**config.mk**
```make
export PLATFORM = sky130hd
export DESIGN_NAME = fvn_datapath
export DESIGN_NICKNAME = d
export VERILOG_FILES = /design/src/rtl/assert_macros.svh /design/src/rtl/fvn_pkg.sv /design/src/rtl/fvn_datapath.sv
export SDC_FILE = /design/constraint.sdc
export NUM_CORES = 2
export LEC_CHECK = 0
export BUFFER_PORTS_ARGS = -buffer_cell sky130_fd_sc_hd__buf_2
export CORE_MARGIN = 10
export CORE_UTILIZATION = 59
export CTS_BUF_LIST = sky130_fd_sc_hd__clkbuf_4
export CTS_CLUSTER_SIZE = 20
export DETAILED_ROUTE_END_ITERATION = 6
export HOLD_SLACK_MARGIN = 0.15
export PLACE_DENSITY = 0.87
export REMOVE_ABC_BUFFERS = 1
export SKIP_LAST_GASP = 1
export SLEW_MARGIN = 20
export SYNTH_ARGS = -nofsm -noshare
export SYNTH_HDL_FRONTEND = slang
export SYNTH_SLANG_ARGS = --single-unit
```
**constraint.sdc**
```tcl
create_clock -name clk -period 19 [get_ports clk]
set_input_delay 1.9 -clock clk [delete_from_list [all_inputs] [get_ports clk]]
set_output_delay 1.9 -clock clk [all_outputs]
set_load 0.01 [all_outputs]
```
**src/rtl/assert_macros.svh**
```systemverilog
// assertion macros used by the rtl
`ifndef ASSERT_MACROS_SVH
`define ASSERT_MACROS_SVH
`ifndef SYNTHESIS
`define AST_IMPLY(lbl, clk, rstn, ante, cons, msg) \
  lbl: assert property (@(posedge clk) disable iff (!rstn) (ante) |-> (cons)) else $error(msg);
`define AST_NEXT(lbl, clk, rstn, ante, cons, msg) \
  lbl: assert property (@(posedge clk) disable iff (!rstn) (ante) |=> (cons)) else $error(msg);
`else
`define AST_IMPLY(lbl, clk, rstn, ante, cons, msg)
`define AST_NEXT(lbl, clk, rstn, ante, cons, msg)
`endif
`endif

```
**src/rtl/fvn_pkg.sv**
```systemverilog
package fvn_pkg;

  localparam int MAX_OCTAVES = 16;
  localparam int OCT_W = 5;
  localparam logic [32:0] ROW_STRIDE = 33'd1000;
  localparam logic [32:0] HASH_MUL = 33'h0045d9f3b;
  localparam int ACC_W = 50;
  localparam int TOT_W = 21;
  localparam int DEN_W = TOT_W + 14;
  localparam int DIV_STEPS = ACC_W;
  localparam int DCNT_W = $clog2(DIV_STEPS);

  localparam logic [1:0] REG_OCTAVE_COUNT = 2'd0;
  localparam logic [1:0] REG_LACUNARITY = 2'd1;
  localparam logic [1:0] REG_PERSISTENCE = 2'd2;

  typedef enum logic [4:0] {
    OP_NOP, OP_LOAD, OP_MSX, OP_WSX, OP_MSY, OP_WSY, OP_MROW, OP_VSUM, OP_MH,
    OP_VPRD, OP_HFIN, OP_MSQ, OP_R2W, OP_MRW, OP_WCOR, OP_DIFF, OP_MLT, OP_WLT,
    OP_MACC, OP_ACC, OP_MSC, OP_WSC, OP_MWT, OP_WWT, OP_DINIT, OP_DSTEP, OP_OUT
  } op_t;

  typedef struct packed {
    op_t        op;
    logic [1:0] sel;
  } cmd_t;

  typedef struct packed {
    logic div_last;
  } status_t;

endpackage

```
**src/rtl/fvn_datapath.sv**
```systemverilog
module fvn_datapath
  import fvn_pkg::*;
(
  input  logic               clk,
  input  logic               rst_n,
  input  cmd_t               cmd,
  output status_t            stat,
  input  logic signed [31:0] in_x_coord,
  input  logic signed [31:0] in_y_coord,
  input  logic [15:0]        lacunarity,
  input  logic [15:0]        persistence,
  output logic               out_valid,
  output logic signed [15:0] out_noise_value
);

  logic [31:0] x_r, x_nxt, y_r, y_nxt, scale_r, scale_nxt;
  logic [16:0] weight_r, weight_nxt;
  logic [31:0] cx_r, cx_nxt, cy_r, cy_nxt, v_r, v_nxt;
  logic [15:0] tx_r, tx_nxt, ty_r, ty_nxt;
  logic [28:0] r2_r, r2_nxt;
  logic [30:0] w_r, w_nxt;
  logic [31:0] ca_r, ca_nxt, cb_r, cb_nxt, cc_r, cc_nxt, cd_r, cd_nxt;
  logic signed [33:0] top_r, top_nxt, bot_r, bot_nxt;
  logic signed [29:0] oct_r, oct_nxt;
  logic signed [32:0] diff_r, diff_nxt;
  logic signed [ACC_W-1:0] acc_r, acc_nxt;
  logic [TOT_W-1:0] tot_r, tot_nxt;
  logic signed [65:0] prod_r, prod_nxt;
  logic [DEN_W:0] rem_r, rem_nxt;
  logic [ACC_W-1:0] dq_r, dq_nxt;
  logic [DEN_W-1:0] den_r, den_nxt;
  logic neg_r, neg_nxt;
  logic [DCNT_W-1:0] dcnt_r, dcnt_nxt;
  logic out_valid_r, out_valid_nxt;
  logic [15:0] out_r, out_nxt;

  logic signed [32:0] ma, mb;
  logic [31:0] ccx, ccy, xs;
  logic signed [32:0] wv;
  logic signed [33:0] la, lres, dsub;
  logic [15:0] tsel;
  logic [DEN_W+1:0] trial;
  logic [15:0] q;

  assign ccx = cx_r + {31'd0, cmd.sel[1]};
  assign ccy = cy_r + {31'd0, cmd.sel[0]};
  assign xs = {{16{v_r[31]}}, v_r[31:16]} ^ v_r;
  assign wv = 33'sd805306368 - {{3{v_r[31]}}, v_r[31:2]};
  assign tsel = (cmd.sel == 2'd2) ? ty_r : tx_r;
  assign trial = {1'b0, rem_r[DEN_W-1:0], dq_r[ACC_W-1]} - {2'b00, den_r};
  assign q = dq_r[15:0];

  always_comb begin
    ma = '0;
    mb = '0;
    case (cmd.op)
      OP_MSX: begin
        ma = {x_r[31], x_r};
        mb = {1'b0, scale_r};
      end
      OP_MSY: begin
        ma = {y_r[31], y_r};
        mb = {1'b0, scale_r};
      end
      OP_MROW: begin
        ma = {1'b0, ccy};
        mb = ROW_STRIDE;
      end
      OP_MH: begin
        ma = {1'b0, xs};
        mb = HASH_MUL;
      end
      OP_MSQ: begin
        ma = {v_r[31], v_r};
        mb = {v_r[31], v_r};
      end
      OP_MRW: begin
        ma = {4'd0, r2_r};
        mb = {2'd0, w_r};
      end
      OP_MLT: begin
        ma = diff_r;
        mb = {17'd0, tsel};
      end
      OP_MACC: begin
        ma = {{3{oct_r[29]}}, oct_r};
        mb = {16'd0, weight_r};
      end
      OP_MSC: begin
        ma = {1'b0, scale_r};
        mb = {17'd0, lacunarity};
      end
      OP_MWT: begin
        ma = {16'd0, weight_r};
        mb = {17'd0, persistence};
      end
      default: begin
        ma = '0;
        mb = '0;
      end
    endcase
  end

  always_comb begin
    case (cmd.sel)
      2'd0: begin
        la = {2'b00, ca_r};
        dsub = {2'b00, cc_r} - {2'b00, ca_r};
      end
      2'd1: begin
        la = {2'b00, cb_r};
        dsub = {2'b00, cd_r} - {2'b00, cb_r};
      end
      default: begin
        la = top_r;
        dsub = bot_r - top_r;
      end
    endcase
    lres = la + prod_r[49:16];
  end

  always_comb begin
    x_nxt = x_r;
    y_nxt = y_r;
    scale_nxt = scale_r;
    weight_nxt = weight_r;
    cx_nxt = cx_r;
    cy_nxt = cy_r;
    tx_nxt = tx_r;
    ty_nxt = ty_r;
    v_nxt = v_r;
    r2_nxt = r2_r;
    w_nxt = w_r;
    ca_nxt = ca_r;
    cb_nxt = cb_r;
    cc_nxt = cc_r;
    cd_nxt = cd_r;
    top_nxt = top_r;
    bot_nxt = bot_r;
    oct_nxt = oct_r;
    diff_nxt = diff_r;
    acc_nxt = acc_r;
    tot_nxt = tot_r;
    prod_nxt = ma * mb;
    rem_nxt = rem_r;
    dq_nxt = dq_r;
    den_nxt = den_r;
    neg_nxt = neg_r;
    dcnt_nxt = dcnt_r;
    out_valid_nxt = 1'b0;
    out_nxt = out_r;
    case (cmd.op)
      OP_LOAD: begin
        x_nxt = in_x_coord;
        y_nxt = in_y_coord;
        scale_nxt = 32'h0001_0000;
        weight_nxt = 17'h1_0000;
        acc_nxt = '0;
        tot_nxt = '0;
      end
      OP_WSX: begin
        cx_nxt = {{16{prod_r[47]}}, prod_r[47:32]};
        tx_nxt = prod_r[31:16];
      end
      OP_WSY: begin
        cy_nxt = {{16{prod_r[47]}}, prod_r[47:32]};
        ty_nxt = prod_r[31:16];
      end
      OP_VSUM: v_nxt = ccx + prod_r[31:0];
      OP_VPRD: v_nxt = prod_r[31:0];
      OP_HFIN: v_nxt = xs;
      OP_R2W: begin
        r2_nxt = prod_r[62:34];
        w_nxt = wv[30:0];
      end
      OP_WCOR: begin
        case (cmd.sel)
          2'd0: ca_nxt = prod_r[59:28];
          2'd1: cb_nxt = prod_r[59:28];
          2'd2: cc_nxt = prod_r[59:28];
          default: cd_nxt = prod_r[59:28];
        endcase
      end
      OP_DIFF: diff_nxt = dsub[32:0];
      OP_WLT: begin
        case (cmd.sel)
          2'd0: top_nxt = lres;
          2'd1: bot_nxt = lres;
          default: begin
            if (lres < -34'sd268435456) begin
              oct_nxt = -30'sd268435456;
            end else if (lres > 34'sd268435456) begin
              oct_nxt = 30'sd268435456;
            end else begin
              oct_nxt = lres[29:0];
            end
          end
        endcase
      end
      OP_ACC: begin
        acc_nxt = acc_r + prod_r[ACC_W-1:0];
        tot_nxt = tot_r + {{(TOT_W-17){1'b0}}, weight_r};
      end
      OP_WSC: scale_nxt = prod_r[39:8];
      OP_WWT: weight_nxt = prod_r[32:16];
      OP_DINIT: begin
        neg_nxt = acc_r[ACC_W-1];
        dq_nxt = acc_r[ACC_W-1] ? -acc_r : acc_r;
        den_nxt = {tot_r, 14'd0};
        rem_nxt = '0;
        dcnt_nxt = '0;
      end
      OP_DSTEP: begin
        dcnt_nxt = dcnt_r + 1'b1;
        if (!trial[DEN_W+1]) begin
          rem_nxt = trial[DEN_W:0];
          dq_nxt = {dq_r[ACC_W-2:0], 1'b1};
        end else begin
          rem_nxt = {rem_r[DEN_W-1:0], dq_r[ACC_W-1]};
          dq_nxt = {dq_r[ACC_W-2:0], 1'b0};
        end
      end
      OP_OUT: begin
        out_valid_nxt = 1'b1;
        out_nxt = neg_r ? -q : q;
      end
      default: begin
      end
    endcase
  end

  always_ff @(posedge clk) begin
    if (!rst_n) begin
      out_valid_r <= 1'b0;
    end else begin
      out_valid_r <= out_valid_nxt;
    end
    x_r <= x_nxt;
    y_r <= y_nxt;
    scale_r <= scale_nxt;
    weight_r <= weight_nxt;
    cx_r <= cx_nxt;
    cy_r <= cy_nxt;
    tx_r <= tx_nxt;
    ty_r <= ty_nxt;
    v_r <= v_nxt;
    r2_r <= r2_nxt;
    w_r <= w_nxt;
    ca_r <= ca_nxt;
    cb_r <= cb_nxt;
    cc_r <= cc_nxt;
    cd_r <= cd_nxt;
    top_r <= top_nxt;
    bot_r <= bot_nxt;
    oct_r <= oct_nxt;
    diff_r <= diff_nxt;
    acc_r <= acc_nxt;
    tot_r <= tot_nxt;
    prod_r <= prod_nxt;
    rem_r <= rem_nxt;
    dq_r <= dq_nxt;
    den_r <= den_nxt;
    neg_r <= neg_nxt;
    dcnt_r <= dcnt_nxt;
    out_r <= out_nxt;
  end

  assign stat.div_last = (dcnt_r == DCNT_W'(DIV_STEPS - 1));
  assign out_valid = out_valid_r;
  assign out_noise_value = out_r;

endmodule

```
======== Word-level counts from Yosys, hierarchy flattened ========
Cells that the tools add are included.
W data, S select, Z words.
cells by class
  add/sub/neg operators ................... 14
  multipliers ............................. 1
  div/mod/pow operators ................... 0
  magnitude comparators ................... 2
  equality and inequality tests ........... 29
  shifts and indexed selects .............. 0
  muxes and demuxes ....................... 19
  bitwise operators ....................... 3
  reduce and logical (&&, ||, !) cells .... 17
operator list
  cell                    count
  $pmux W33 S10           1
  $pmux W33 S9            1
  $pmux W50 S2            2
  $pmux W32 S3            1
  $pmux W35 S2            1
  $pmux W34 S2            1
  $pmux W33 S2            1
  $sub A32 B32 Y33        2
  $pmux W32 S2            1
  $mul A33 B33 Y63        1
  $eq A5 B5 Y1 const B    11
  $add A50 B50 Y50        1
  $mux W50                1
  $neg A50 Y50            1
  $pmux W21 S2            1
  $eq A5 B4 Y1 const B    8
  $sub A36 B35 Y37        1
  $mux W35                1
  $add A16 B2 Y17         2
  $add A34 B34 Y34        1
  $gt A34 B30 Y1 const B  1
  $lt A34 B29 Y1 const B  1
  $pmux W17 S2            1
  $sub A33 B33 Y33        1
  other kinds (23)        41
word-level totals
  flip-flop bits (word level) ............. 791
  bits in latches ......................... 0
  memory bits (writable) .................. 0
  bits in read-only memories .............. 0
  bits of input ports ..................... 105
  output and inout bits ................... 18
  word-level logic and storage cells ...... 115
  memories kept ........................... 0

======== Logic depth before layout (Yosys ltp) ========
  depth after elaboration ................. 5
  depth in mapped cells ................... 41
  gate-level depth less buffers ........... 39

======== Least setup slack after synthesis ========
No wires, ideal clock.
  path type ............................... input to register
  start ................................... input port cmd[4] (netlist bit)
  end ..................................... register prod_r[62]
  data arrival time ....................... 11.089 ns
  path slack .............................. 7.788 ns
  stages .................................. 36
  path buffers ............................ 7
  cell sequence ........................... nand2b_1 clkbuf_1 nor3_1 clkbuf_1 clkbuf_1 buf_1 a221o_1 clkbuf_1 clkbuf_1 nand2_1 fa_1 inv_1 fa_1 fa_1 inv_1 fa_1 inv_1 fa_1 fa_1 fa_1 inv_1 fa_1 inv_1 ha_1 clkbuf_1 a21oi_1 nor2b_1 o21ai_0 nand2b_1 a21o_1 a21oi_1 o21ai_0 a311o_1 a221oi_1 o31ai_1 xnor2_1
on the way
  longest elaborated chain between the ends .. 4
  elaborated cells between the ends (all ways) .. 14
  those cells by class .................... mul: 1; eq/ne: 10; mux: 2; reduce/logical: 1
RTL lines
  item                                          RTL line             text
  start, declared                               fvn_datapath.sv:6    input cmd_t cmd,
  $eq A5 B3 Y1 or $eq A5 B2 Y1 (tied branches)  fvn_datapath.sv:56   case (cmd.op)
  $reduce_or A2 Y1 (no source line)             n/a
  $pmux W33 S9                                  fvn_datapath.sv:56
  $mul A33 B33 Y63 *                            fvn_datapath.sv:144  prod_nxt = ma * mb;
  named net prod_nxt[62]                        fvn_datapath.sv:28   logic signed [65:0] prod_r, prod_nxt;
  end signal, assigned                          fvn_datapath.sv:259  prod_r <= prod_nxt;
  end, declared                                 fvn_datapath.sv:28
The timed path passes the listed nets; every way through them passes the cells marked *.
A chain may end at the register's enable or synchronous reset.

======== Worst setup path after layout ========
  start ................................... input port cmd[6] (netlist bit)
  end ..................................... register prod_r[58]
The elaborated chain is that of the path after synthesis.

==> results.tsv <==
metric	value	unit
status	complete, but fails checks	
violations	design-rule violations	
relSlewSlack	0.180	
synth_common_cells	inv_1 (1312), fa_1 (1121), nand2_1 (1012), nor2_1 (808), edfxtp_1 (727)	
clock-root-buffer	clkbuf_4	
rows	136	
setup-tns-final	0	ns
drtIter0Drc	8895	
min_period	12.14	ns
place_area	84700	um2
htreeDepth	4	
synth_edf_count	727	
arrival	13.30	ns
hold_viol	0	
peakVddDrop	77.0	uV
firstDrtPassIters	7	
yosys.area.top_type	fa_1	
ctsHoldBuffers	0	
ys_seq_area_frac	0.283	
skew	0.112	ns
yosysMostFrequentCell	inv_1	
viasPerCell	6.36	
hold_class	flip-flop to flip-flop	
critPathTopFamily	adder cells	
gp_congestion	1.03	
io_pins	123	
first_global_vias	67500	
clockBufferDepth	3	
netlist_area	81600	um2
final_area	87300	um2
setup_viol	0	
power_density	71.6	nW/um2
hold_slack	0.411	ns
grt_max_degree	103	
ys_types	82	
grt-ovfl-total	0	
via_count	66200	
port_buffers	122	
async_flop_share	0	
critPathBufInv	6	
final_nets	10100	
dieArea	154000	um2
synth_top_family_by_area	adder cells	
cap_violations	0	
critPathMaxFanout	38	
postCtsSetupBuffers	0	
synth_cells	8314	
avgSynthCellArea	9.82	um2
path_clk_slew	0.09	ns
p_leak	38.8	nW
area_delta_synth_final	6.99	%
cp_slowest_stage_delay	0.75	ns
synth_fa_ha_area_frac	0.347	
synth_xor_xnor_area_share	0.0452	
yosys.area_share.simple	0.136	
place_ws	6.02	ns
drc_errors	5	
die_y	392	um
postRouteAntennaNets	0	
ys_seq_elements	791	
initial_core_util	0.594	
synthTopCellsByArea	fa_1 (28%), edfxtp_1 (27%), ha_1 (7.2%)	
synth_compound_area_frac	0.103	
dp_hpwl	206000	um
dieWidth	392	um
endpoint_kind	flip-flop	
drive_gt1_frac	0.0838	
antenna_found_initial	30	
crit_required	20.17	ns
worst_path_most_repeated_cell	fa_1	
critPathLaunchType	input port	
max_freq	82.4	MHz
numClockSinks	791	
slew_violations	0	
setup.worst_path.class	input port to flip-flop	
yosysTopAreaCellShare	0.275	
synth_mux_area_frac	0.00814	
yosysWarnings	0	
route.final.wire_length	278000	um
min_period_over_period	0.639	
tritoncts	built	
grt_pass1_wl	414000	um
synth_flop_cell	edfxtp_1	
avgRoutedWirePerCell	26.7	um
rsz0062_at_grt	false	
setup_ws	6.86	ns
coreArea	137000	um2
cts_buffers	192	
worstSkewPairLatency	1.23	ns
grt_use_total	0.363	
worst_slew_pin_slew	1.23	ns
cts_resized	0	
critPathSlowestCell	a31oi_1	
logic make-up (layout without fill, tap and decap cells):
kind of cell,Yosys count,in the layout
buf+inv,1674,1957
fa+ha+maj,1589,1589
compound gates,1265,1265
simple gates,2508,2508
mux,66,66
other cells,0,27
flops,791,791
xor+xnor,421,421
layout make-up:
cell class	count	area, um2
flip-flops and latches	791	23100
clock inverters	73	389
multi-input cells	5849	52600
diodes	27	67.6
well taps	1794	2240
fillers	10900	50200
clock buffers	280	2100
inverters	1313	4930
repair buffers	291	1890
worst paths after layout:
kind                                    startpoint            endpoint  slack (ns)  cells past startpoint
worst max-delay path                        cmd[6]  prod_r[58]$_DFF_P_        6.86                     33
worst min-delay path            prod_r[60]$_DFF_P_  r2_r[26]$_DFFE_PN_        0.41                      0
worst max register to register   cy_r[0]$_DFFE_PN_  prod_r[58]$_DFF_P_        8.30                     32
worst min register to register  prod_r[60]$_DFF_P_  r2_r[26]$_DFFE_PN_        0.41                      0
metal layers:
metal	wire length, um	global-route usage	part of all wire	vias to the layer above
met5	24	0	0.000086	-
met4	20200	0.214	0.073	4
met3	42500	0.139	0.15	1194
met2	120000	0.541	0.43	4991
met1	96000	0.450	0.34	32400
li1	-	-	-	27700
state kept, by name, indices dropped and copies added (netlist names), 33 cells and up:
| signal | cells |
|---|---|
| prod_r | 63 |
| acc_r | 50 |
| dq_r | 50 |
| rem_r | 35 |
| top_r | 34 |
| bot_r | 33 |
| diff_r | 33 |
power by group:
part	leakage (nW)	total [mW]	internal, mW	switching [mW]
sequential	7.18	2.23	2.11	0.125
clock	1.47	1.47	0.710	0.765
combinational	30.2	2.55	0.841	1.71
metrics by stage:
stage / std cells / total power, mW / util
after floorplan: 7953 / 3.70 / -
after global placement: 10000 / 4.63 / 0.616
after detailed placement: 10000 / 4.68 / 0.616
after CTS: 10400 / 6.14 / 0.634
after global routing: 10400 / 6.50 / 0.635
final: 10400 / 6.25 / 0.635
layout by cell type, fill, tap and decap left out, types with 254 or more instances in the layout:
master	instances
a21oi_1	282
clkbuf_4	280
edfxtp_1	727
fa_1	1121
ha_1	468
inv_1	1311
nand2_1	1007
nor2_1	784
o21ai_0	272
xnor2_1	254
Note: power is estimated with default switching activity, not from simulation.
