--- src/rtl/assert_macros.svh ---
// assertion macros used by the rtl
`ifndef ASSERT_MACROS_SVH
`define ASSERT_MACROS_SVH
`ifndef SYNTHESIS
`define AST_IMPLY(lbl, clk, rstn, ante, cons, msg) \
  lbl: assert property (@(posedge clk) disable iff (!rstn) (ante) |-> (cons)) else $error(msg);
`define AST_NEXT(lbl, clk, rstn, ante, cons, msg) \
  lbl: assert property (@(posedge clk) disable iff (!rstn) (ante) |=> (cons)) else $error(msg);
`else
`define AST_IMPLY(lbl, clk, rstn, ante, cons, msg)
`define AST_NEXT(lbl, clk, rstn, ante, cons, msg)
`endif
`endif

--- src/rtl/fvn_pkg.sv ---
package fvn_pkg;

  localparam int MAX_OCTAVES = 16;
  localparam int OCT_W = 5;
  localparam logic [32:0] ROW_STRIDE = 33'd1000;
  localparam logic [32:0] HASH_MUL = 33'h0045d9f3b;
  localparam int ACC_W = 50;
  localparam int TOT_W = 21;
  localparam int DEN_W = TOT_W + 14;
  localparam int DIV_STEPS = ACC_W;
  localparam int DCNT_W = $clog2(DIV_STEPS);

  localparam logic [1:0] REG_OCTAVE_COUNT = 2'd0;
  localparam logic [1:0] REG_LACUNARITY = 2'd1;
  localparam logic [1:0] REG_PERSISTENCE = 2'd2;

  typedef enum logic [4:0] {
    OP_NOP, OP_LOAD, OP_MSX, OP_WSX, OP_MSY, OP_WSY, OP_MROW, OP_VSUM, OP_MH,
    OP_VPRD, OP_HFIN, OP_MSQ, OP_R2W, OP_MRW, OP_WCOR, OP_DIFF, OP_MLT, OP_WLT,
    OP_MACC, OP_ACC, OP_MSC, OP_WSC, OP_MWT, OP_WWT, OP_DINIT, OP_DSTEP, OP_OUT
  } op_t;

  typedef struct packed {
    op_t        op;
    logic [1:0] sel;
  } cmd_t;

  typedef struct packed {
    logic div_last;
  } status_t;

endpackage

--- src/rtl/fvn_ctrl.sv ---
`include "assert_macros.svh"
module fvn_ctrl
  import fvn_pkg::*;
(
  input  logic             clk,
  input  logic             rst_n,
  input  logic             start,
  output logic             busy,
  input  logic [OCT_W-1:0] octave_count,
  input  status_t          stat,
  output cmd_t             cmd
);

  typedef enum logic [8:0] {
    S_IDLE  = 9'b000000001,
    S_COORD = 9'b000000010,
    S_CORN  = 9'b000000100,
    S_LERP  = 9'b000001000,
    S_UPD   = 9'b000010000,
    S_DINIT = 9'b000100000,
    S_DIV   = 9'b001000000,
    S_OUT   = 9'b010000000
  } state_t;

  localparam logic [3:0] COORD_LAST = 4'd3;
  localparam logic [3:0] CORN_LAST = 4'd10;
  localparam logic [3:0] LERP_LAST = 4'd2;
  localparam logic [3:0] UPD_LAST = 4'd5;

  state_t state_r, state_nxt;
  logic [3:0] step_r, step_nxt;
  logic [1:0] sub_r, sub_nxt;
  logic [OCT_W-1:0] oct_r, oct_nxt, n_r, n_nxt, n_sat;

  function automatic op_t coord_op(input logic [1:0] s);
    case (s)
      2'd0: coord_op = OP_MSX;
      2'd1: coord_op = OP_WSX;
      2'd2: coord_op = OP_MSY;
      default: coord_op = OP_WSY;
    endcase
  endfunction

  function automatic op_t corner_op(input logic [3:0] s);
    case (s)
      4'd0: corner_op = OP_MROW;
      4'd1: corner_op = OP_VSUM;
      4'd2: corner_op = OP_MH;
      4'd3: corner_op = OP_VPRD;
      4'd4: corner_op = OP_MH;
      4'd5: corner_op = OP_VPRD;
      4'd6: corner_op = OP_HFIN;
      4'd7: corner_op = OP_MSQ;
      4'd8: corner_op = OP_R2W;
      4'd9: corner_op = OP_MRW;
      4'd10: corner_op = OP_WCOR;
      default: corner_op = OP_NOP;
    endcase
  endfunction

  function automatic op_t lerp_op(input logic [1:0] s);
    case (s)
      2'd0: lerp_op = OP_DIFF;
      2'd1: lerp_op = OP_MLT;
      2'd2: lerp_op = OP_WLT;
      default: lerp_op = OP_NOP;
    endcase
  endfunction

  function automatic op_t upd_op(input logic [2:0] s);
    case (s)
      3'd0: upd_op = OP_MACC;
      3'd1: upd_op = OP_ACC;
      3'd2: upd_op = OP_MSC;
      3'd3: upd_op = OP_WSC;
      3'd4: upd_op = OP_MWT;
      3'd5: upd_op = OP_WWT;
      default: upd_op = OP_NOP;
    endcase
  endfunction

  always_comb begin
    if (octave_count == '0) begin
      n_sat = OCT_W'(1);
    end else if (octave_count > OCT_W'(MAX_OCTAVES)) begin
      n_sat = OCT_W'(MAX_OCTAVES);
    end else begin
      n_sat = octave_count;
    end
  end

  always_comb begin
    state_nxt = state_r;
    step_nxt = step_r;
    sub_nxt = sub_r;
    oct_nxt = oct_r;
    n_nxt = n_r;
    cmd.op = OP_NOP;
    cmd.sel = sub_r;
    case (state_r)
      S_IDLE: begin
        if (start) begin
          cmd.op = OP_LOAD;
          state_nxt = S_COORD;
          step_nxt = '0;
          sub_nxt = '0;
          oct_nxt = '0;
          n_nxt = n_sat;
        end
      end
      S_COORD: begin
        cmd.op = coord_op(step_r[1:0]);
        if (step_r == COORD_LAST) begin
          step_nxt = '0;
          sub_nxt = '0;
          state_nxt = S_CORN;
        end else begin
          step_nxt = step_r + 1'b1;
        end
      end
      S_CORN: begin
        cmd.op = corner_op(step_r);
        if (step_r == CORN_LAST) begin
          step_nxt = '0;
          if (sub_r == 2'd3) begin
            sub_nxt = '0;
            state_nxt = S_LERP;
          end else begin
            sub_nxt = sub_r + 1'b1;
          end
        end else begin
          step_nxt = step_r + 1'b1;
        end
      end
      S_LERP: begin
        cmd.op = lerp_op(step_r[1:0]);
        if (step_r == LERP_LAST) begin
          step_nxt = '0;
          if (sub_r == 2'd2) begin
            sub_nxt = '0;
            state_nxt = S_UPD;
          end else begin
            sub_nxt = sub_r + 1'b1;
          end
        end else begin
          step_nxt = step_r + 1'b1;
        end
      end
      S_UPD: begin
        cmd.op = upd_op(step_r[2:0]);
        if (step_r == UPD_LAST) begin
          step_nxt = '0;
          oct_nxt = oct_r + 1'b1;
          if (oct_r + 1'b1 == n_r) begin
            state_nxt = S_DINIT;
          end else begin
            state_nxt = S_COORD;
          end
        end else begin
          step_nxt = step_r + 1'b1;
        end
      end
      S_DINIT: begin
        cmd.op = OP_DINIT;
        state_nxt = S_DIV;
      end
      S_DIV: begin
        cmd.op = OP_DSTEP;
        if (stat.div_last) begin
          state_nxt = S_OUT;
        end
      end
      S_OUT: begin
        cmd.op = OP_OUT;
        state_nxt = S_IDLE;
      end
      default: begin
        state_nxt = S_IDLE;
      end
    endcase
  end

  always_ff @(posedge clk) begin
    if (!rst_n) begin
      state_r <= S_IDLE;
      step_r <= '0;
      sub_r <= '0;
      oct_r <= '0;
      n_r <= OCT_W'(1);
    end else begin
      state_r <= state_nxt;
      step_r <= step_nxt;
      sub_r <= sub_nxt;
      oct_r <= oct_nxt;
      n_r <= n_nxt;
    end
  end

  assign busy = (state_r != S_IDLE);

  `AST_IMPLY(a_load_idle, clk, rst_n, cmd.op == OP_LOAD, state_r == S_IDLE, "item load outside idle")
  `AST_NEXT(a_div_out, clk, rst_n, state_r == S_DIV && stat.div_last, state_r == S_OUT, "divide end missed")
  `AST_NEXT(a_out_idle, clk, rst_n, state_r == S_OUT, !busy, "busy after result")
  `AST_IMPLY(a_oct_range, clk, rst_n, busy, oct_r <= n_r, "octave count overrun")

endmodule

--- config.mk ---
export PLATFORM = sky130hd
export DESIGN_NAME = fvn_ctrl
export DESIGN_NICKNAME = d
export VERILOG_FILES = /design/src/rtl/fvn_pkg.sv /design/src/rtl/fvn_ctrl.sv
export VERILOG_INCLUDE_DIRS = /design/src /design/src/rtl
export SDC_FILE = /design/constraint.sdc
export NUM_CORES = 1
export LEC_CHECK = 0
export ABC_AREA = 1
export BUFFER_PORTS_ARGS = -buffer_cell sky130_fd_sc_hd__buf_4
export CAP_MARGIN = 20
export CORE_ASPECT_RATIO = 0.8
export CORE_MARGIN = 1.5
export CORE_UTILIZATION = 60
export DETAILED_ROUTE_END_ITERATION = 8
export HOLD_SLACK_MARGIN = 0.15
export PLACE_DENSITY_LB_ADDON = 0.1
export REMOVE_ABC_BUFFERS = 1
export SYNTH_ARGS = -nofsm -noshare
export SYNTH_HDL_FRONTEND = slang
export SYNTH_SLANG_ARGS = --single-unit
export TNS_END_PERCENT = 100
--- constraint.sdc ---
create_clock -name clk -period 5.35 [get_ports clk]
set_input_delay 0 -clock clk [delete_from_list [all_inputs] [get_ports clk]]
set_output_delay 0 -clock clk [all_outputs]
set_load 0.01 [all_outputs]
After elaboration in Yosys (flattened, before gate mapping)
Memories as Yosys holds them, arrays and structs flattened. A register that Yosys moved wholly into a read port is not among the register bits.
Cells that the tools add are included.
{"block": "totals", "rom_bits": 64, "mem_bits_rw": 0, "regBits": 25, "latchBits": 0, "elab_cells": 87, "input_bits": 9, "out_inout_bits": 8, "mem_count": 1}
{"name": "(name not given)", "depth": 16, "width": 4, "read_ports": 1, "rd_ports_with_merged_regs": 1, "wr": 0, "line_no": "fvn_ctrl.sv:45", "text": "case (s)"}
{"block": "classes", "magnitude_cmp": 1, "muxes": 35, "addsub": 3, "n_bitwise": 0, "div": 0, "mul": 0, "reduce_logical": 11, "n_shift": 0, "n_eq_ne": 31}
{"operator": "9-bit two-way mux", "count": 8}
{"operator": "9-bit case mux with 7 select lines", "count": 1}
{"operator": "5-bit case mux with 8 select lines", "count": 1}
{"operator": "5-bit case mux with 6 select lines", "count": 1}
{"operator": "4-bit two-way mux", "count": 7}
{"operator": "5-bit two-way mux", "count": 4}
{"operator": "4-bit case mux with 5 select lines", "count": 1}
{"operator": "2-bit != test, second input constant", "count": 8}
{"operator": "5-bit case mux with 3 select lines", "count": 1}
{"operator": "2-bit two-way mux", "count": 6}
{"operator": "5-bit case mux with 2 select lines", "count": 1}
{"operator": "9-bit by 1-bit == test with 1-bit output, second input constant", "count": 1}
{"operator": "9-bit by 2-bit == test with 1-bit output, second input constant", "count": 1}
{"operator": "9-bit by 3-bit == test with 1-bit output, second input constant", "count": 1}
{"operator": "9-bit by 4-bit == test with 1-bit output, second input constant", "count": 1}
{"operator": "9-bit by 5-bit == test with 1-bit output, second input constant", "count": 1}
{"operator": "9-bit by 6-bit == test with 1-bit output, second input constant", "count": 1}
{"operator": "9-bit by 7-bit == test with 1-bit output, second input constant", "count": 1}
{"operator": "9-bit by 8-bit == test with 1-bit output, second input constant", "count": 1}
{"operator": "9-bit by 1-bit != test with 1-bit output, second input constant", "count": 1}
{"operator": "3-bit case mux with 3 select lines", "count": 1}
{"operator": "4-bit by 2-bit == test with 1-bit output, second input constant", "count": 2}
{"operator": "2-bit case mux with 4 select lines", "count": 1}
{"operator": "8-bit AND reduction", "count": 1}
{"operator": "other kinds (23)", "count": 28}

Depth between registers and ports, before layout
Gate-level depths: netlist of run 1.
{"block": "depth", "depth_word": 5, "depth_mapped": 15, "mapped_depth_nobuf": 15}

Worst setup path before layout of run 1
OpenSTA, ideal clock, no wires.
{"block": "synth_path", "path_type": "register to register", "start": "reg step_r[0]", "end": "reg (tool-made name)", "t_arrival_ps": 1889, "setup_time_ps": 116, "setup_slack_ps": 3344, "required_ps": 5234, "stages_incl_launch_ff": 16, "n_path_buf": 0, "synth_period_minus_slack_ps": 2006, "cell_sequence": "dfxtp_1 > inv_1 > ha_1 > inv_1 > nor3_1 > inv_1 > nand2_2 > nand2_2 > nand2_1 > and2_4 > nand2_4 > nand2_4 > ha_1 > inv_1 > nand2_1 > o21ai_1"}
{"item": "from (decl)", "line_no": "fvn_ctrl.sv:31", "text": "logic [3:0] step_r, step_nxt;"}
{"item": "from (signal assigned)", "line_no": "fvn_ctrl.sv:192", "text": "step_r <= step_nxt;"}

==> results of run 1 <==
placed cells by master, fill, tap and decap left out, drive strengths merged:
master,instances
a211oi,1
a21oi,18
a221oi,1
a22o,1
a22oi,3
a31oi,1
and2,1
buf,16
bufinv,1
clkbuf,3
dfxtp,28
dlygate4sd3,12
ha,13
inv,46
nand2,79
nand3,27
nand4,5
nor2,37
nor3,5
nor4,1
o2111ai,1
o21a,1
o21ai,15
o22ai,1
o31ai,1
or2,2
xnor2,4
xor2,1
per-layer routing:
layer | global-route usage, % | vias up | wire, um
met1 | 38.0 | 904 | 2270
met5 | 0 | - | 0
met2 | 50.2 | 69 | 2280
met4 | 6.46 | 0 | 38
met3 | 4.53 | 5 | 279
li1 | - | 1014 | -
synth_stat cells, types with 2 or more instances:
master	instances	area, um^2
ha_1	13	163
nor2_2	5	31.3
xnor2_1	4	35.0
a22oi_1	3	22.5
a21oi_2	2	17.5
dfxtp_1	28	561
nand3_1	26	130
inv_1	40	150
o21ai_1	4	20.0
o21ai_0	10	50.1
nor2_4	3	33.8
nand2_2	9	56.3
a21oi_1	16	80.1
nor2_1	29	109
inv_2	6	22.5
nor3_1	4	20.0
nand2_4	5	56.3
nand4_1	5	31.3
nand2_1	65	244
buf_6	3	33.8
kinds of logic after synthesis:
group	after synthesis	synth area share (%)
simple gates	157	37.9
buf+inv	52	11.1
compound gates	44	12.9
flops	28	27.9
fa+ha+maj	13	8.08
xor+xnor	5	2.18
power by group:
group / total (mW) / internal (mW) / switching (mW)
Sequential: 0.299 / 0.255 / 0.0438
Combinational: 0.484 / 0.180 / 0.305
Clock: 0.173 / 0.100 / 0.0724
metrics by stage:
| stage | power, mW | cell area (um^2) | std cells |
|---|---|---|---|
| 2_1_floorplan | 0.638 | 1960 | 293 |
| 3_3_place_gp | 0.759 | 2130 | 349 |
| 3_5_place_dp | 0.763 | 2130 | 349 |
| 4_1_cts | 0.948 | 2320 | 365 |
| 5_1_grt | 1.03 | 2320 | 365 |
| 6_report | 0.956 | 2320 | 365 |
layout make-up:
cell class / instances / area [um^2] / share of cell area (%)
Multi-Input combinational cell: 219 / 1230 / 52.9
Sequential cell: 28 / 561 / 24.1
Timing Repair Buffer: 28 / 240 / 10.3
Inverter: 46 / 173 / 7.43
Tap cell: 40 / 50.0 / 2.15
Clock buffer: 3 / 41.3 / 1.78
Clock inverter: 1 / 30.0 / 1.29
critical path, delay by kind of cell (launching register included):
family | cells | cell delay [ns]
buffers and inverters | 5 | 0.57
DFF | 1 | 0.42
and+or+nand+nor | 1 | 0.08
adders and majority gates | 1 | 0.27
AOI/OAI and AO/OA | 4 | 0.70
how the worst min path moves through the flow:
stage,endpoint,slack [ns],startpoint,depth (start not counted)
4_1_cts,n_r[2]$_SDFFE_PN0P_,0.18,start,4
6_report,n_r[4]$_SDFFE_PN0P_,0.22,start,3
5_1_grt,n_r[4]$_SDFFE_PN0P_,0.23,start,3
2_1_floorplan,state_r[0]$_SDFFE_PN1P_,0.08,rst_n,1
3_5_place_dp,n_r[0]$_SDFFE_PN1P_,0.24,octave_count[0],3
3_3_place_gp,n_r[0]$_SDFFE_PN1P_,0.23,octave_count[0],3
==> flow_metrics.tcl, run 1 <==
set metrics [dict create \
    run_status "complete, no violations" \
    post_synth_arst_share_pct 0 \
    p_leak_nw 1.11 \
    worst-endpoint-required_ns 5.35 \
    critPathCaptureType "primary output" \
    min_period_over_period_pct 43.3 \
    routed_via_density 5.46 \
    cts.root.buffer_cell "clkbuf_8" \
    vias 1992 \
    crit_path_frequent_cell "inv_1" \
    cts_hold_buffers 12 \
    start_kind "flop" \
    placement.io_buffers 16 \
    grt.total_usage_pct 28.9 \
    post-route-util_pct 73.7 \
    detail_route.iter0.violations 126 \
    preCtsSetupSlack_ns 3.11 \
    clock_net_sink_count 28 \
    endpoint "cmd[2]" \
    crit_path_max_incr_delay_ns 0.42 \
    yosysWarnings 0 \
    critPathMaxFanout 10 \
    cts_tree "yes" \
    max-vdd-ir-drop_uv 243 \
    fp.dieArea_mm2 0.00371 \
    layout.filler_cells 269 \
    worstPathCellList "inv_1, ha_1, inv_1, a21oi_1, inv_1, a21oi_1, inv_1, o21ai_0, o21ai_0, nand2_1, buf_4" \
    core_area_mm2 0.00315 \
    floorplan.die.width_um 67.7 \
    cp-startpoint "step_r[0]$_SDFFE_PN0N_" \
    io-pin-count 17 \
    final.setup.tns_ns 0 \
    syn_inst 299 \
    final_period_minus_worst_setup_slack_ns 2.31 \
    clock_latency_ns 0.29 \
    clock_skew_ns 0.00576 \
    start_util_pct 63.8 \
    r2r-start "step_r[0]$_SDFFE_PN0N_" \
    cap_viol_max_count 0 \
    hold_violations 0 \
    avgRoutedWirePerCell_um 13.3 \
    finalHoldWorstSlack_ns 0.224 \
    worst_slew_margin_rel_pct 64.4 \
    number_of_nets_at_the_end_of_the_flow 348 \
    grt_setup_unrepaired "no" \
    clk_pin_slew_ns 0.10 \
    timing_worst_slew_pin_value_ns 0.529 \
    yosys_register_bits 28 \
    htreeDepth 1 \
    final_antenna_net_count 0 \
    drtPass1Iterations 5 \
    synthesis.area_per_instance_um2 6.73 \
    diodes 0 \
    drt_drc_violations_left 0 \
    cp.arrival_ns 2.31 \
    place.gp.congestion 0.977 \
    syn-cell-area_mm2 0.00201 \
    fp-row-count 18 \
    pin_count_of_the_biggest_net_entering_global_routing 17 \
    gr-total-overflow 0 \
    synth_sequential_area_ratio_pct 27.9 \
    drive_above_1_share_pct 17.2 \
    setup_slack_ns 3.04 \
    grt_antenna_before_repair 0 \
    die_height_um 54.8 \
    cts_resized 0 \
    grt_pass1_vias 1810 \
    cts-buffers-inserted 3 \
    post_cts_buffers 0 \
    final_number_of_setup_violating_endpoints 0 \
    synth.distinct_cells 39 \
    grt_pass1_wl_um 7940 \
    syn2layout_area_growth_pct 15.5 \
    worst_hold_path_type "input pin to flop" \
    detailed_place_hpwl_um 3570 \
    max_clock_freq_ghz 0.432 \
    ff2ff_path_depth 15 \
    path_class "flop to primary output" \
    number_of_synthesized_flops_with_an_enable_pin 0 \
    rrSetupSlack_ns 3.06 \
    power_per_cell_area_mw_per_mm2 411 \
    wirelength_routed_um 4870 \
    yosys_most_used_dff "dfxtp_1" \
    finalMaxSlewViolations 0 \
    clockBufferDepth 2 \
    cpMaxStageDelayCell "dfxtp_1" \
]
No activity file was read; power rests on OpenSTA's default activity.
==> inputs of run 2 (changes only) <==
CORE_UTILIZATION = 54   (was 60)
clock period = 2 ns   (was 5.35 ns; I/O delays follow)
==> run 2 against run 1 <==
Die area is 11% higher. Sequential power rose to 2.7 times the previous value. Global-route usage down 3.9 points. Critical path depth stayed put. Setup slack got worse by 3.0 ns. Worst hold slack gained 0.26 ns. Register-to-register slack got worse by 3.0 ns. Largest cell class unchanged.
==> flow_metrics.tcl, run 2 (synthesized netlist as in run 1, its figures left out) <==
set metrics [dict create \
    dp.cells 369 \
    grt.total_usage_pct 25.0 \
    drive_above_1_share_pct 28.4 \
    worst_slew_margin_rel_pct 56.3 \
    worst_hold_path_type "flop to flop" \
    critical_path_buf_inv_count 5 \
    internal_power_mw 1.49 \
    worstPathCellList "inv_1, ha_2, inv_2, a21oi_2, inv_1, a21oi_2, inv_1, o21ai_1, o21ai_1, nand2_1, buf_4" \
    finalMaxSlewViolations 0 \
    cts-buffers-inserted 3 \
    final_cells 384 \
    cp.arrival_ns 1.96 \
    final_number_of_setup_violating_endpoints 0 \
    timing.critical_path.max_delay_family "compound AO/OA/AOI/OAI gates" \
    detailed_place_hpwl_um 3810 \
    cpMaxStageDelayCell "dfxtp_4" \
    wirelength_routed_um 5100 \
    die_height_um 57.6 \
    crit_path_frequent_cell "inv_1" \
    cap_viol_max_count 0 \
    fp-row-count 19 \
    run_status "complete, no violations" \
    final_common_cell "nand2_1" \
    cts.root.buffer_cell "clkbuf_8" \
    fp.dieArea_mm2 0.00410 \
    crit_path_max_incr_delay_ns 0.38 \
    htreeDepth 1 \
    pwr-share-clk_pct 16.8 \
    pin_count_of_the_biggest_net_entering_global_routing 17 \
    clock_latency_ns 0.28 \
    path_class "flop to primary output" \
    hold_violations 0 \
    share_seq_of_total_power_pct 30.1 \
    mostFrequentLayoutCells "nand2_1 (64), inv_1 (39), buf_4 (35), nor2_1 (27), nand3_1 (25)" \
    setup_slack_ns 0.0414 \
    max_clock_freq_ghz 0.511 \
    clockBufferDepth 2 \
    placement.io_buffers 16 \
    final.setup.tns_ns 0 \
    diodes 0 \
    dr.max_layer_used "met4" \
    clock_net_sink_count 28 \
    grt_pass1_wl_um 8110 \
    route.layer.met1.wl_um 2390 \
    drtPass1Iterations 5 \
    place.gp.congestion 0.912 \
    start_util_pct 57.6 \
    drt_drc_violations_left 0 \
    floorplan.die.width_um 71.2 \
    critPathMaxFanout 6 \
    p_leak_nw 1.22 \
    final_period_minus_worst_setup_slack_ns 1.96 \
    p_switching_mw 1.19 \
    routed_via_density 5.26 \
    layout.filler_cells 269 \
    worst-endpoint-required_ns 2.00 \
    met3_routed_wl_um 251 \
    gr-total-overflow 0 \
    post-route-cell-area_mm2 0.00254 \
    start_kind "flop" \
    critPathCaptureType "primary output" \
    grt_antenna_before_repair 0 \
    switching_share_pct 44.2 \
    pwr-share-comb_pct 53.1 \
    detail_route.iter0.violations 119 \
    power_per_cell_area_mw_per_mm2 1050 \
    core_area_mm2 0.00349 \
    clock_skew_ns 0.00281 \
    min_period_over_period_pct 97.9 \
    placedInstanceArea_mm2 0.00227 \
    cts_tree "yes" \
    max-vdd-ir-drop_uv 597 \
    timing_worst_slew_pin_value_ns 0.650 \
    clk_pin_slew_ns 0.10 \
    grt_setup_unrepaired "yes" \
    final_antenna_net_count 0 \
    io-pin-count 17 \
    number_of_nets_at_the_end_of_the_flow 365 \
    preCtsSetupSlack_ns -0.0438 \
    avgRoutedWirePerCell_um 13.3 \
    vias 2018 \
    wl_met2_um 2400 \
    syn2layout_area_growth_pct 26.4 \
    grt_pass1_vias 1877 \
]
## run 2: cell types whose count changed in the layout (fill, tap and decap cells not counted), moves of 3 or more
cell / change
dfxtp_2: +6
dfxtp_1: -9
nor2_4: +4
buf_4: +19
dlygate4sd3_1: -4
dfxtp_4: +3
## run 2: layout make-up
class	count	area [um^2]	share of cell area [%]
flip-flops and latches	28	579	22.8
inverters	46	173	6.79
multi-input cells	219	1300	51.2
repair buffers	45	365	14.4
clock buffers	3	41.3	1.62
well taps	42	52.6	2.07
clock inverters	1	30.0	1.18
## run 2: final timing paths
check                                             from                   to  slack, ns  cells past startpoint
worst min register to register     n_r[2]$_SDFFE_PN0P_  n_r[2]$_SDFFE_PN0P_       0.49                      2
worst max-delay path            step_r[0]$_SDFFE_PN0N_               cmd[2]       0.04                     11
worst max register to register  step_r[0]$_SDFFE_PN0N_                 flop       0.09                     15
worst min-delay path               n_r[2]$_SDFFE_PN0P_  n_r[2]$_SDFFE_PN0P_       0.49                      2
## run 2: per-layer routing
layer	vias up	track usage, %
li1	1045	-
met1	908	32.6
met2	56	42.3
met3	9	4.42
met4	0	7.55
met5	-	0
## run 2: worst register-to-register path, cell delays in order, from the launching register on
cell and delay (ns):
dfxtp_4 0.39, inv_1 0.07, ha_2 0.21, inv_2 0.10
nor3_4 0.04, inv_1 0.09, nand2_2 0.06, nand2_2 0.09
nand2_1 0.06, and2_4 0.17, nand2_4 0.08, nand2_4 0.05
ha_1 0.28, inv_1 0.03, nand2_1 0.05, o21ai_1 0.05
## run 2: timing repair
item                                    in CTS  in global routing
pin swaps                                    1                  2
resized for setup                            7                 27
hold buffers                                 8                  0
buffers inserted                             1                  2
hold endpoints to repair                    17                  0
endpoints found under the setup margin       3                  7
## run 2: power groups by stage
stage | registers [mW] | logic, mW | clock network (mW)
after floorplan | 0.786 | 0.921 | 0
after global placement | 0.789 | 1.31 | 0
after detailed placement | 0.796 | 1.33 | 0
after CTS | 0.786 | 1.35 | 0.459
after global routing | 0.823 | 1.59 | 0.475
final | 0.807 | 1.42 | 0.451
## run 2: stage by stage
stage	hold WS, ns	utilization (%)	power (mW)
2_1_floorplan	0.0841	-	1.71
3_3_place_gp	0.233	64.9	2.10
3_5_place_dp	0.237	64.9	2.12
4_1_cts	0.487	70.0	2.60
5_1_grt	0.506	72.8	2.89
6_report	0.488	72.8	2.68
==> inputs of run 3 (changes only) <==
RECOVER_POWER = 25   (was not set)
==> run 3 against run 2 <==
Critical path depth unchanged. Clock skew hardly changed. Routed wire length hardly changed. Design area shrank 0.30%. Critical path type unchanged.
==> flow_metrics.tcl, run 3 (synthesized netlist as in run 1, its figures left out) <==
set metrics [dict create \
    run_status "complete, no violations" \
    pwr-share-clk_pct 16.9 \
    cts_tree "yes" \
    path_class "flop to primary output" \
    min_period_over_period_pct 97.3 \
    start_kind "flop" \
    max_clock_freq_ghz 0.514 \
    drt_drc_violations_left 0 \
    place.gp.congestion 0.912 \
    grt_pass1_wl_um 8110 \
    final_antenna_net_count 0 \
    switching_share_pct 44.3 \
    pwr-share-comb_pct 52.9 \
    clockBufferDepth 2 \
    max-vdd-ir-drop_uv 597 \
    min_to "n_r[2]$_SDFFE_PN0P_" \
    grt_setup_unrepaired "yes" \
    cpMaxStageDelayCell "dfxtp_4" \
    worst_slew_margin_rel_pct 56.2 \
    hold_violations 0 \
    rrSetupSlack_ns 0.08 \
    share_seq_of_total_power_pct 30.2 \
    grt_antenna_before_repair 0 \
    r2r-start "step_r[0]$_SDFFE_PN0N_" \
    critPathMaxFanout 6 \
    worst_hold_path_type "flop to flop" \
    clock_latency_ns 0.28 \
    syn2layout_area_growth_pct 26.0 \
    setup_slack_ns 0.0545 \
    critPathCaptureType "primary output" \
    power_per_cell_area_mw_per_mm2 1050 \
    cts-buffers-inserted 3 \
    worstPathCellList "inv_1, ha_2, inv_2, a21oi_2, inv_1, a21oi_2, inv_1, o21ai_1, o21ai_1, nand2_1, buf_4" \
    finalHoldWorstSlack_ns 0.488 \
    holdCritStartpoint "n_r[2]$_SDFFE_PN0P_" \
    detail_route.iter0.violations 119 \
    clk_pin_slew_ns 0.10 \
    routed_via_density 5.30 \
    cap_viol_max_count 0 \
    io-pin-count 17 \
    drtPass1Iterations 5 \
    detailed_place_hpwl_um 3810 \
    die_height_um 57.6 \
    layout.filler_cells 270 \
    post-route-util_pct 72.5 \
    p_leak_nw 1.21 \
    cts.root.buffer_cell "clkbuf_8" \
    internal_power_mw 1.49 \
    ff2ff_path_depth 15 \
    final_common_cell "nand2_1" \
    seq_area_um2 579 \
    mostFrequentLayoutCells "nand2_1 (64), inv_1 (39), buf_4 (33), nor2_1 (27), nand3_1 (25)" \
    start_util_pct 57.6 \
    avgRoutedWirePerCell_um 13.3 \
    fp.dieArea_mm2 0.00410 \
    vias 2035 \
    floorplan.die.width_um 71.2 \
    placement.io_buffers 16 \
    wirelength_routed_um 5110 \
    preCtsSetupSlack_ns -0.0438 \
    drive_above_1_share_pct 27.8 \
    final_period_minus_worst_setup_slack_ns 1.95 \
    cp.arrival_ns 1.95 \
    grt_pass1_vias 1877 \
    multiInputGateArea_mm2 0.00130 \
    number_of_nets_at_the_end_of_the_flow 365 \
    finalMaxSlewViolations 0 \
    clock_skew_ns 0.00263 \
    core_area_mm2 0.00349 \
    fp-row-count 19 \
    timing_worst_slew_pin_value_ns 0.651 \
    htreeDepth 1 \
    crit_path_frequent_cell "inv_1" \
    diodes 0 \
    worst-endpoint-required_ns 2.00 \
    min_delay_path_depth 2 \
    grt.total_usage_pct 25.0 \
    pin_count_of_the_biggest_net_entering_global_routing 17 \
    crit_path_max_incr_delay_ns 0.38 \
    clock_net_sink_count 28 \
    final.setup.tns_ns 0 \
    final_number_of_setup_violating_endpoints 0 \
    gr-total-overflow 0 \
    p_switching_mw 1.18 \
]
run 3: changes by cell type in the layout (fill, tap and decap cells not counted):
cell | before | now
buf_4 | 35 | 33
clkbuf_1 | 0 | 2
run 3: worst max-delay path by stage:
stage,from,endpoint,slack (ns),cells after the start
after floorplan,step_r[0]$_SDFFE_PN0N_,flop,-0.04,15
after global placement,step_r[1]$_SDFFE_PN0N_,flop,-0.07,14
after detailed placement,step_r[1]$_SDFFE_PN0N_,flop,-0.04,14
after CTS,state_r[1]$_SDFFE_PN0P_,flop,0.001,14
after global routing,step_r[0]$_SDFFE_PN0N_,flop,-0.03,15
final,step_r[0]$_SDFFE_PN0N_,cmd[2],0.05,11
run 3: what timing repair did:
item / CTS / global route
hold endpoints to repair: 17 / 0
gates resized for setup: 7 / 27
cloned: 0 / 0
pin swaps: 1 / 2
hold buffers: 8 / 0
buffers inserted: 1 / 2
setup endpoints to repair: 3 / 7
run 3: layout make-up:
cell class,count,area share (%)
clock inverters,1,1.18
repair buffers,45,14.1
flip-flops and latches,28,22.9
clock buffers,3,1.63
well taps,42,2.07
inverters,46,6.81
multi-input cells,219,51.3
run 3: metrics by stage:
| step | power (mW) | area (um^2) | cells |
|---|---|---|---|
| 3_5_place_dp | 2.12 | 2270 | 369 |
| 4_1_cts | 2.60 | 2450 | 382 |
| 2_1_floorplan | 1.71 | 1960 | 293 |
| 6_report | 2.67 | 2530 | 384 |
| 3_3_place_gp | 2.10 | 2270 | 369 |
| 5_1_grt | 2.88 | 2530 | 384 |
run 3: worst max-delay path, delay by kind of cell (launching register included):
kind                       cells  cell delay [ns]
adders and majority gates      1             0.21
buffers and inverters          5             0.42
DFF                            1             0.38
AOI/OAI and AO/OA              4             0.57
and+or+nand+nor                1             0.10
run 3: power by group through the flow:
stage | Sequential [mW] | Combinational [mW] | Clock, mW
after detailed placement | 0.796 | 1.33 | 0
after global placement | 0.789 | 1.31 | 0
final | 0.806 | 1.41 | 0.451
after CTS | 0.786 | 1.35 | 0.459
after global routing | 0.823 | 1.58 | 0.475
after floorplan | 0.786 | 0.921 | 0
run 3: per-layer routing:
layer	global-route usage, %	wire [um]	vias up
li1	-	-	1045
met1	32.6	2390	918
met2	42.3	2400	61
met3	4.42	248	11
met4	7.55	69	0
met5	0	0	-
